$ cat src/rtl/core/bba_pkg.sv
// Shared constants, codes and interface structs for the bitmap block allocator.
// No dependencies; every other file of the block imports this package.
package bba_pkg;

  localparam int MAX_UNITS  = 1024;
  localparam int WORD_BITS  = 32;
  localparam int BIT_W      = $clog2(WORD_BITS);
  localparam int MAP_WORDS  = (MAX_UNITS + WORD_BITS - 1) / WORD_BITS;
  localparam int WORD_AW    = (MAP_WORDS > 1) ? $clog2(MAP_WORDS) : 1;
  localparam int IDX_W      = WORD_AW + BIT_W;
  localparam int CNT_W      = $clog2(MAX_UNITS + 1);

  localparam int ADDR_W     = 32;
  localparam int UNIT_W     = 13;
  localparam int RANGE_W    = 11;
  localparam int PROD_W     = CNT_W + UNIT_W;
  localparam int DIV_CW     = $clog2(PROD_W);

  localparam int CFG_IDX_W  = 2;
  localparam int CFG_DATA_W = 32;
  localparam int IN_W       = 32;
  localparam int OP_W       = 2;
  localparam int STAT_W     = 3;
  localparam int OUT_USED_W = ADDR_W + STAT_W + CNT_W;
  localparam int OUT_W      = ((OUT_USED_W + 7) / 8) * 8;
  localparam int OUT_PAD    = OUT_W - OUT_USED_W;

  // Reset values of the configuration registers
  localparam logic [ADDR_W-1:0]  POOL_BASE_RST = '0;
  localparam logic [UNIT_W-1:0]  UNIT_BYTES_RST = UNIT_W'(64);
  localparam logic [RANGE_W-1:0] UNITS_RST = RANGE_W'(1024);

  typedef enum logic [CFG_IDX_W-1:0] {
    CFG_POOL_BASE  = 2'd0,
    CFG_UNIT_BYTES = 2'd1,
    CFG_UNITS      = 2'd2,
    CFG_SPARE      = 2'd3
  } cfg_idx_t;

  typedef enum logic [OP_W-1:0] {
    OP_ALLOC = 2'd0,
    OP_FREE  = 2'd1,
    OP_INIT  = 2'd2,
    OP_NONE  = 2'd3
  } op_t;

  typedef enum logic [STAT_W-1:0] {
    ST_OK         = 3'd0,
    ST_FULL       = 3'd1,
    ST_MISALIGNED = 3'd2,
    ST_RANGE      = 3'd3,
    ST_DOUBLE     = 3'd4
  } status_t;

  // Request to the free-map memory
  typedef struct packed {
    logic                 rd_en;
    logic [WORD_AW-1:0]   rd_addr;
    logic                 wr_en;
    logic [WORD_AW-1:0]   wr_addr;
    logic [WORD_BITS-1:0] wr_data;
    logic                 clr;
  } map_cmd_t;

  // Divider start and result
  typedef struct packed {
    logic              start;
    logic [PROD_W-1:0] dividend;
    logic [UNIT_W-1:0] divisor;
  } div_req_t;

  typedef struct packed {
    logic              done;
    logic [PROD_W-1:0] quot;
    logic [UNIT_W-1:0] rem;
  } div_rsp_t;

endpackage

$ cat src/rtl/core/bba_map_mem.sv
// Free-map memory: one word per 32 units, registered read.
// Per-word valid bits make an unwritten or cleared word read as all free.
// Depends on bba_pkg.
module bba_map_mem
  import bba_pkg::*;
(
  input  logic                 clk,
  input  logic                 rst_n,
  input  map_cmd_t             cmd,
  output logic [WORD_BITS-1:0] rd_data
);

  logic [WORD_BITS-1:0] mem [MAP_WORDS];
  logic [MAP_WORDS-1:0] vld_r;
  logic [WORD_BITS-1:0] q_r;
  logic                 qv_r;

  // Write and read the array
  always_ff @(posedge clk) begin
    if (cmd.wr_en) begin
      mem[cmd.wr_addr] <= cmd.wr_data;
    end
    if (cmd.rd_en) begin
      q_r <= mem[cmd.rd_addr];
    end
  end

  // Track which words hold written data
  always_ff @(posedge clk) begin
    if (!rst_n) begin
      vld_r <= '0;
      qv_r  <= 1'b0;
    end else begin
      if (cmd.clr) begin
        vld_r <= '0;
      end else if (cmd.wr_en) begin
        vld_r[cmd.wr_addr] <= 1'b1;
      end
      if (cmd.rd_en) begin
        qv_r <= vld_r[cmd.rd_addr];
      end
    end
  end

  // An invalid word reads as all units free
  assign rd_data = qv_r ? q_r : '1;

endmodule

$ cat src/rtl/core/bba_div.sv
// Restoring divider, one quotient bit per cycle, for offset / unit size.
// Depends on bba_pkg.
module bba_div
  import bba_pkg::*;
(
  input  logic     clk,
  input  logic     rst_n,
  input  div_req_t req,
  output div_rsp_t rsp
);

  logic              busy_r;
  logic              done_r;
  logic [DIV_CW-1:0] cnt_r;
  logic [UNIT_W-1:0] rem_r;
  logic [PROD_W-1:0] quo_r;
  logic [UNIT_W-1:0] dvs_r;
  logic [UNIT_W:0]   shifted;
  logic              take;
  logic [UNIT_W:0]   diff;

  // Shift in the next dividend bit and try a subtract
  assign shifted = {rem_r, quo_r[PROD_W-1]};
  assign take    = (shifted >= {1'b0, dvs_r});
  assign diff    = shifted - {1'b0, dvs_r};

  // Control
  always_ff @(posedge clk) begin
    if (!rst_n) begin
      busy_r <= 1'b0;
      done_r <= 1'b0;
      cnt_r  <= '0;
    end else begin
      done_r <= 1'b0;
      if (req.start) begin
        busy_r <= 1'b1;
        cnt_r  <= '0;
      end else if (busy_r) begin
        cnt_r <= cnt_r + DIV_CW'(1);
        if (cnt_r == DIV_CW'(PROD_W - 1)) begin
          busy_r <= 1'b0;
          done_r <= 1'b1;
        end
      end
    end
  end

  // Datapath
  always_ff @(posedge clk) begin
    if (req.start) begin
      rem_r <= '0;
      quo_r <= req.dividend;
      dvs_r <= req.divisor;
    end else if (busy_r) begin
      rem_r <= take ? diff[UNIT_W-1:0] : shifted[UNIT_W-1:0];
      quo_r <= {quo_r[PROD_W-2:0], take};
    end
  end

  assign rsp.done = done_r;
  assign rsp.quot = quo_r;
  assign rsp.rem  = rem_r;

endmodule

$ cat src/rtl/core/bitmap_block_allocator_unit.sv
// Bitmap block allocator top level: config registers, sequencer, result register.
// Items are handled one at a time: an allocate scans from 1 to 32 map words, a free runs the
//   divider unless out of range, and init clears the map. The next input transfer is taken
//   once the result is queued in the result register, which may wait on out_tready.
// Synchronous active-low reset: map reads as all free, count zero, config at defaults.
module bitmap_block_allocator_unit
  import bba_pkg::*;
(
  input  logic                  clk,
  input  logic                  rst_n,
  // Configuration write port
  input  logic                  cfg_we,
  input  logic [CFG_IDX_W-1:0]  cfg_index,
  input  logic [CFG_DATA_W-1:0] cfg_wdata,
  // Input stream
  input  logic                  in_tvalid,
  output logic                  in_tready,
  input  logic [IN_W-1:0]       in_tdata,   // [31:0] address
  input  logic [OP_W-1:0]       in_tuser,   // [1:0] operation
  // Result stream
  output logic                  out_tvalid,
  input  logic                  out_tready,
  output logic [OUT_W-1:0]      out_tdata   // [31:0] block_address, [34:32] status,
                                            // [45:35] used_units, rest zero
);

  typedef enum logic [3:0] {
    S_IDLE,
    S_A_CHK,
    S_A_MUL,
    S_A_ADD,
    S_F_CMP,
    S_F_DIV,
    S_F_CHK,
    S_RESP
  } state_t;

  // Config registers
  logic [ADDR_W-1:0]  pool_base_r;
  logic [UNIT_W-1:0]  unit_bytes_r;
  logic [RANGE_W-1:0] units_r;

  // Sequencer state
  state_t             state_r, state_nxt;
  op_t                op_r, op_nxt;
  logic [ADDR_W-1:0]  addr_r, addr_nxt;
  logic [WORD_AW-1:0] word_r, word_nxt;
  logic [IDX_W-1:0]   idx_r, idx_nxt;
  logic [CNT_W-1:0]   cnt_r, cnt_nxt;
  logic [ADDR_W-1:0]  res_block_r, res_block_nxt;
  status_t            res_stat_r, res_stat_nxt;
  logic               out_vld_r, out_vld_nxt;
  logic [OUT_W-1:0]   out_data_r, out_data_nxt;
  logic [PROD_W-1:0]  prod_r;

  // Effective config and derived values
  logic [UNIT_W-1:0]    unit_eff;
  logic [CNT_W-1:0]     n_eff;
  logic [CNT_W-1:0]     n_m1;
  logic [WORD_AW-1:0]   last_word;
  logic [BIT_W-1:0]     last_bit;
  logic [CNT_W-1:0]     mul_a;
  logic [ADDR_W-1:0]    offset;
  logic [WORD_BITS-1:0] rd_data;
  logic [WORD_BITS-1:0] word_mask;
  logic [WORD_BITS-1:0] avail;
  logic [BIT_W-1:0]     low_bit;
  logic                 in_xfer;

  map_cmd_t map_cmd;
  div_req_t div_req;
  div_rsp_t div_rsp;

  bba_map_mem u_map (
    .clk     (clk),
    .rst_n   (rst_n),
    .cmd     (map_cmd),
    .rd_data (rd_data)
  );

  bba_div u_div (
    .clk (clk),
    .rst_n (rst_n),
    .req (div_req),
    .rsp (div_rsp)
  );

  // Config writes
  always_ff @(posedge clk) begin
    if (!rst_n) begin
      pool_base_r  <= POOL_BASE_RST;
      unit_bytes_r <= UNIT_BYTES_RST;
      units_r      <= UNITS_RST;
    end else if (cfg_we) begin
      unique case (cfg_idx_t'(cfg_index))
        CFG_POOL_BASE:  pool_base_r  <= cfg_wdata[ADDR_W-1:0];
        CFG_UNIT_BYTES: unit_bytes_r <= cfg_wdata[UNIT_W-1:0];
        CFG_UNITS:      units_r      <= cfg_wdata[RANGE_W-1:0];
        default: ;
      endcase
    end
  end

  // Clamp unit size and unit count
  always_comb begin
    unit_eff = (unit_bytes_r == '0) ? UNIT_W'(1) : unit_bytes_r;
    if (units_r == '0) begin
      n_eff = CNT_W'(1);
    end else if (CNT_W'(units_r) > CNT_W'(MAX_UNITS)) begin
      n_eff = CNT_W'(MAX_UNITS);
    end else begin
      n_eff = CNT_W'(units_r);
    end
  end

  assign n_m1      = n_eff - CNT_W'(1);
  assign last_word = n_m1[IDX_W-1:BIT_W];
  assign last_bit  = n_m1[BIT_W-1:0];
  assign offset    = addr_r - pool_base_r;

  // Shared multiplier: unit count for the free range check, index for allocate
  assign mul_a = (state_r == S_IDLE) ? n_eff : CNT_W'(idx_r);

  always_ff @(posedge clk) begin
    prod_r <= PROD_W'(mul_a) * PROD_W'(unit_eff);
  end

  // Units of the scanned word that lie inside the pool
  always_comb begin
    if (word_r == last_word) begin
      word_mask = {WORD_BITS{1'b1}} >> (BIT_W'(WORD_BITS - 1) - last_bit);
    end else begin
      word_mask = '1;
    end
    avail = rd_data & word_mask;
  end

  // Lowest free unit of the word
  always_comb begin
    low_bit = '0;
    for (int b = WORD_BITS - 1; b >= 0; b--) begin
      if (avail[b]) begin
        low_bit = BIT_W'(b);
      end
    end
  end

  assign in_tready = (state_r == S_IDLE);
  assign in_xfer   = in_tvalid && in_tready;

  // Sequencer next state
  always_comb begin
    state_nxt     = state_r;
    op_nxt        = op_r;
    addr_nxt      = addr_r;
    word_nxt      = word_r;
    idx_nxt       = idx_r;
    cnt_nxt       = cnt_r;
    res_block_nxt = res_block_r;
    res_stat_nxt  = res_stat_r;
    out_vld_nxt   = out_vld_r;
    out_data_nxt  = out_data_r;
    map_cmd       = '0;
    div_req       = '0;
    div_req.dividend = offset[PROD_W-1:0];
    div_req.divisor  = unit_eff;

    // Drop the result once it is taken
    if (out_vld_r && out_tready) begin
      out_vld_nxt = 1'b0;
    end

    unique case (state_r)
      S_IDLE: begin
        if (in_xfer) begin
          op_nxt        = op_t'(in_tuser);
          addr_nxt      = in_tdata[ADDR_W-1:0];
          res_block_nxt = '0;
          res_stat_nxt  = ST_OK;
          word_nxt      = '0;
          unique case (op_t'(in_tuser))
            OP_ALLOC: begin
              map_cmd.rd_en   = 1'b1;
              map_cmd.rd_addr = '0;
              state_nxt       = S_A_CHK;
            end
            OP_FREE: begin
              state_nxt = S_F_CMP;
            end
            OP_INIT: begin
              map_cmd.clr = 1'b1;
              cnt_nxt     = '0;
              state_nxt   = S_RESP;
            end
            default: begin
              state_nxt = S_RESP;
            end
          endcase
        end
      end

      // Scan one map word per cycle, reading the next one meanwhile
      S_A_CHK: begin
        if (avail != '0) begin
          idx_nxt         = {word_r, low_bit};
          map_cmd.wr_en   = 1'b1;
          map_cmd.wr_addr = word_r;
          map_cmd.wr_data = rd_data & ~(WORD_BITS'(1) << low_bit);
          cnt_nxt         = cnt_r + CNT_W'(1);
          state_nxt       = S_A_MUL;
        end else if (word_r == last_word) begin
          res_stat_nxt = ST_FULL;
          state_nxt    = S_RESP;
        end else begin
          word_nxt        = word_r + WORD_AW'(1);
          map_cmd.rd_en   = 1'b1;
          map_cmd.rd_addr = word_r + WORD_AW'(1);
        end
      end

      S_A_MUL: begin
        state_nxt = S_A_ADD;
      end

      S_A_ADD: begin
        res_block_nxt = pool_base_r + ADDR_W'(prod_r);
        state_nxt     = S_RESP;
      end

      // Range check against pool span, then divide
      S_F_CMP: begin
        if (offset >= ADDR_W'(prod_r)) begin
          res_stat_nxt = ST_RANGE;
          state_nxt    = S_RESP;
        end else begin
          div_req.start = 1'b1;
          state_nxt     = S_F_DIV;
        end
      end

      S_F_DIV: begin
        if (div_rsp.done) begin
          if (div_rsp.rem != '0) begin
            res_stat_nxt = ST_MISALIGNED;
            state_nxt    = S_RESP;
          end else begin
            idx_nxt         = div_rsp.quot[IDX_W-1:0];
            map_cmd.rd_en   = 1'b1;
            map_cmd.rd_addr = div_rsp.quot[IDX_W-1:BIT_W];
            state_nxt       = S_F_CHK;
          end
        end
      end

      // Release the unit unless already free
      S_F_CHK: begin
        if (rd_data[idx_r[BIT_W-1:0]]) begin
          res_stat_nxt = ST_DOUBLE;
        end else begin
          map_cmd.wr_en   = 1'b1;
          map_cmd.wr_addr = idx_r[IDX_W-1:BIT_W];
          map_cmd.wr_data = rd_data | (WORD_BITS'(1) << idx_r[BIT_W-1:0]);
          if (cnt_r != '0) begin
            cnt_nxt = cnt_r - CNT_W'(1);
          end
        end
        state_nxt = S_RESP;
      end

      // Hand the result to the output register when it is free
      S_RESP: begin
        if (!out_vld_r || out_tready) begin
          out_vld_nxt  = 1'b1;
          out_data_nxt = {{OUT_PAD{1'b0}}, cnt_r, res_stat_r, res_block_r};
          state_nxt    = S_IDLE;
        end
      end

      default: begin
        state_nxt = S_IDLE;
      end
    endcase
  end

  // Hold state and registered outputs
  always_ff @(posedge clk) begin
    if (!rst_n) begin
      state_r   <= S_IDLE;
      cnt_r     <= '0;
      out_vld_r <= 1'b0;
      op_r      <= OP_NONE;
      word_r    <= '0;
    end else begin
      state_r   <= state_nxt;
      cnt_r     <= cnt_nxt;
      out_vld_r <= out_vld_nxt;
      op_r      <= op_nxt;
      word_r    <= word_nxt;
    end
    addr_r      <= addr_nxt;
    idx_r       <= idx_nxt;
    res_block_r <= res_block_nxt;
    res_stat_r  <= res_stat_nxt;
    out_data_r  <= out_data_nxt;
  end

  assign out_tvalid = out_vld_r;
  assign out_tdata  = out_data_r;

`ifndef SYNTH
  a_cnt_bound: assert property (@(posedge clk) disable iff (!rst_n)
    cnt_r <= CNT_W'(MAX_UNITS))
    else $error("used count above capacity");

  a_init_clears: assert property (@(posedge clk) disable iff (!rst_n)
    (in_xfer && (op_t'(in_tuser) == OP_INIT)) |=> (cnt_r == '0))
    else $error("init did not clear used count");

  a_map_excl: assert property (@(posedge clk) disable iff (!rst_n)
    !(map_cmd.wr_en && map_cmd.clr))
    else $error("map write during clear");

  a_div_state: assert property (@(posedge clk) disable iff (!rst_n)
    div_rsp.done |-> (state_r == S_F_DIV))
    else $error("divider finished outside free sequence");

  a_alloc_op: assert property (@(posedge clk) disable iff (!rst_n)
    (state_r == S_A_CHK) |-> (op_r == OP_ALLOC))
    else $error("scan running for a non-allocate item");
`endif

endmodule

$ cat config.mk
export PLATFORM = sky130hd
export DESIGN_NAME = bitmap_block_allocator_unit
export DESIGN_NICKNAME = d
export VERILOG_FILES = /design/src/rtl/core/bba_pkg.sv /design/src/rtl/core/bba_map_mem.sv /design/src/rtl/core/bba_div.sv /design/src/rtl/core/bitmap_block_allocator_unit.sv
export SDC_FILE = /design/constraint.sdc
export NUM_CORES = 2
export LEC_CHECK = 0
export BUFFER_PORTS_ARGS = -buffer_cell sky130_fd_sc_hd__buf_2
export CAP_MARGIN = 10
export CORE_AREA = 2 2 385 387
export CTS_CLUSTER_DIAMETER = 50
export DETAILED_ROUTE_END_ITERATION = 16
export DIE_AREA = 0 0 387 389
export PLACE_DENSITY = 0.6
export SETUP_SLACK_MARGIN = 0.3
export SLEW_MARGIN = 20
export SYNTH_ARGS = -nofsm -noshare
export SYNTH_HDL_FRONTEND = slang
export SYNTH_SLANG_ARGS = --single-unit
$ cat constraint.sdc
create_clock -name clk -period 7.6 [get_ports clk]
set_clock_uncertainty 0.1 [all_clocks]
set_input_delay 1.14 -clock clk [delete_from_list [all_inputs] [get_ports clk]]
set_output_delay 1.14 -clock clk [all_outputs]
set_load 0.005 [all_outputs]
==> flow_metrics.env <==
export IMPL_status="completed"
export IMPL_hold_viol_final=0
export IMPL_hpwl_um=120700
export IMPL_cts_sinks=1369
export IMPL_leakagePower_uw=0.02685
export IMPL_pin_count=123
export IMPL_firstDrtPassIters=6
export IMPL_wire_per_inst_um=24.81
export IMPL_path_common_cell="fa_1"
export IMPL_layout_drive_gt1_share_pct=13.30
export IMPL_clk_latency_ps=800
export IMPL_yosysSeqAreaShare_pct=60.41
export IMPL_fmaxAchievable_ghz=0.1449
export IMPL_hold_start="res_block_r[4]$_SDFFCE_PN0P_"
export IMPL_ir_drop_v=0.0002145
export IMPL_grt_pass1_wl_um=278900
export IMPL_synth_flop_cell="edfxtp_1"
export IMPL_synth_edf_count=1216
export IMPL_io_buffer_count=120
export IMPL_min_period_ps=6901
export IMPL_die_w_um=387
export IMPL_antenna_found_initial=1
export IMPL_drt_iter0_markers=3682
export IMPL_met1_length_um=80240
export IMPL_routed_top_layer="met4"
export IMPL_slew_headroom_pct=24.78
export IMPL_ant_nets=0
export IMPL_synthArstFlopShare_pct=0
export IMPL_final_setup_tns_ps=0
export IMPL_critPathLaunchType="flop"
export IMPL_ys_types=92
export IMPL_synth_warnings=0
export IMPL_yosys_register_bits=1369
export IMPL_h_tree_depth=4
export IMPL_row_count=141
export IMPL_cap_violations=0
export IMPL_cp_slowest_stage_delay_ps=550
export IMPL_maxSlewViolCount=0
export IMPL_clk_pin_slew_ps=50
export IMPL_power_density_nw_per_um2=269.1
export IMPL_fp_dieH_um=389
export IMPL_multi_input_area_um2=24180
export IMPL_yosysTopAreaCell="edfxtp_1"
export IMPL_gr_total_overflow=0
export IMPL_cts_root_buffer_cell="clkbuf_16"
export IMPL_arrival_ps=7500
export IMPL_criticalPathCategory="reg2reg"
export IMPL_postCtsSetupRepairBufs=0
export IMPL_core_um2=146600
export IMPL_finalSetupViolations=0
export IMPL_cts_buffer_depth=3
export IMPL_fillCellCount=12630
export IMPL_startpoint="state_r[1]$_SDFFE_PN0P_"
export IMPL_first_global_vias=42580
export IMPL_end_kind="flop"
export IMPL_total_power_uw=20130
export IMPL_path_max_fanout=16
export IMPL_syn_inst=5413
export IMPL_viasPerCell=5.776
export IMPL_final_net_count=5934
export IMPL_cpMaxStageDelayCell="or3_1"
export IMPL_wirelength_um=189700
export IMPL_cts_resized=0
export IMPL_regArea_um2=39580
export IMPL_drc_errors=0
export IMPL_synthTopCellsByArea="edfxtp_1 56%, mux2i_1 4.9%, nand2_1 4.9%"
export IMPL_cts_hold_buf=0
export IMPL_wl_met3_um=10660
export IMPL_cts_tree="done"
export IMPL_hold_path_class="reg2reg"
export IMPL_numCtsBuffers=157
export IMPL_cp_required_ps=8200
export IMPL_reg2reg_from="state_r[1]$_SDFFE_PN0P_"
export IMPL_die_area_um2=150500
export IMPL_dr_total_vias=44170
export IMPL_avgSynthCellArea_um2=12.10
export IMPL_syn_to_final_growth_pct=14.14
export IMPL_syn_cell_area_um2=65520
export IMPL_synthMostInstantiatedCell="edfxtp_1"
export IMPL_max_slew_worst_pin_slew_ps=1114
export IMPL_place_congestion=0.9644
export IMPL_start_util_pct=44.69
export IMPL_synth_common_cells="1216 x edfxtp_1, 849 x nand2_1, 322 x mux2i_1, 301 x nor2_1, 246 x a21oi_1"
export IMPL_grt_max_degree=88
export IMPL_wl_met2_um=91060
export IMPL_grt_total_usage_pct=24.77
export IMPL_grt_setup_unrepaired="no"
export IMPL_synth_top_area_share_pct=55.73
export IMPL_period_share_pct=90.81
cell usage in the layout (no fill, tap or decap), types with 33 or more instances in the layout:
cell	count
inv_1	233
nand2b_1	50
nor3_1	97
a211oi_1	122
a21oi_1	245
buf_2	120
mux2i_1	322
and2_1	45
and3_1	173
nor2_4	33
nand2_1	849
nor2b_1	44
or3_1	49
o21ai_0	131
dfxtp_1	153
buf_12	41
edfxtp_1	1216
clkbuf_16	158
buf_4	176
fa_1	102
mux2_2	76
a32o_1	35
a21o_1	38
nor2_1	268
xnor2_1	62
ha_1	168
o21a_1	44
clkbuf_1	39
a31oi_1	59
nand3_1	136
final timing paths:
| kind | endpoint | slack, ps | cells past startpoint |
|---|---|---|---|
| min reg2reg | out_tdata[4]$_DFFE_PP_ | 320 | 0 |
| max | prod_r[23]$_DFF_P_ | 700 | 26 |
| min | out_tdata[4]$_DFFE_PP_ | 320 | 0 |
| max reg2reg | prod_r[23]$_DFF_P_ | 700 | 26 |
where the power goes:
part           leakage, uW  internal [uW]  switching, uW  total (uW)
registers           0.0124           9200            236        9430
clock network      0.00241           4100           3110        7210
logic               0.0121           1130           2360        3490
total               0.0268          14400           5710       20100
state kept, by name, indices dropped and copies added (netlist names), 3 cells and up:
register      cells
u_div.dvs_r      13
prod_r           24
u_map.q_r        32
res_block_r      32
units_r          11
state_r           3
res_stat_r        3
u_map.vld_r      32
idx_r            10
u_div.rem_r      13
u_div.quo_r      24
addr_r           32
u_map.mem      1024
out_tdata        46
pool_base_r      32
word_r            5
cnt_r            11
u_div.cnt_r       5
unit_bytes_r     13
worst max-delay path: cells and delay by family (launching register included):
kind	cells	cell delay, ps
AOI/OAI and AO/OA	10	2220
adders and majority gates	6	2440
buffers and inverters	5	520
DFF	1	300
and+or+nand+nor	5	1220
logic make-up after synthesis:
logic type,count (synthesis),synth area share [%]
AO/OA/AOI/OAI,859,8.681
multiplexers,420,6.776
XOR/XNOR,88,1.176
AND/OR/NAND/NOR,1848,12.98
flip-flops,1369,60.41
adder cells (fa/ha/maj),270,6.325
other,1,0.005724
buffers and inverters,558,3.651
area by class of cell:
class                      instances  share of cell area, %
inverter                         238                  1.195
multi-input combinational       3487                  32.34
timing repair buffer             338                  3.683
antenna                            1               0.003346
tap                             1930                  3.229
clock buffer                     206                  5.625
sequential                      1369                  52.92
clock inverter                    77                  1.001
stage by stage:
| stage | cells | setup slack [ps] | area [um^2] | util, % | hold WS, ps |
|---|---|---|---|---|---|
| finish | 7646 | 698.7 | 74780 | 51.01 | 317.3 |
| global route | 7645 | 312.6 | 74780 | 51.01 | 312.6 |
| CTS | 7645 | 572.5 | 74760 | 51.00 | 312.6 |
| global placement | 7362 | 690.4 | 69810 | 47.62 | 301.8 |
| floorplan | 5414 | 981.0 | 65520 | - | 300.3 |
| detailed placement | 7362 | 604.5 | 69810 | 47.62 | 304.5 |
metal layers:
| metal | up-vias | global-route usage, % |
|---|---|---|
| met2 | 1485 | 41.10 |
| met5 | - | 0 |
| li1 | 20100 | - |
| met4 | 0 | 10.06 |
| met3 | 335 | 3.713 |
| met1 | 22250 | 32.69 |
Power figures use the tool's default switching activity.
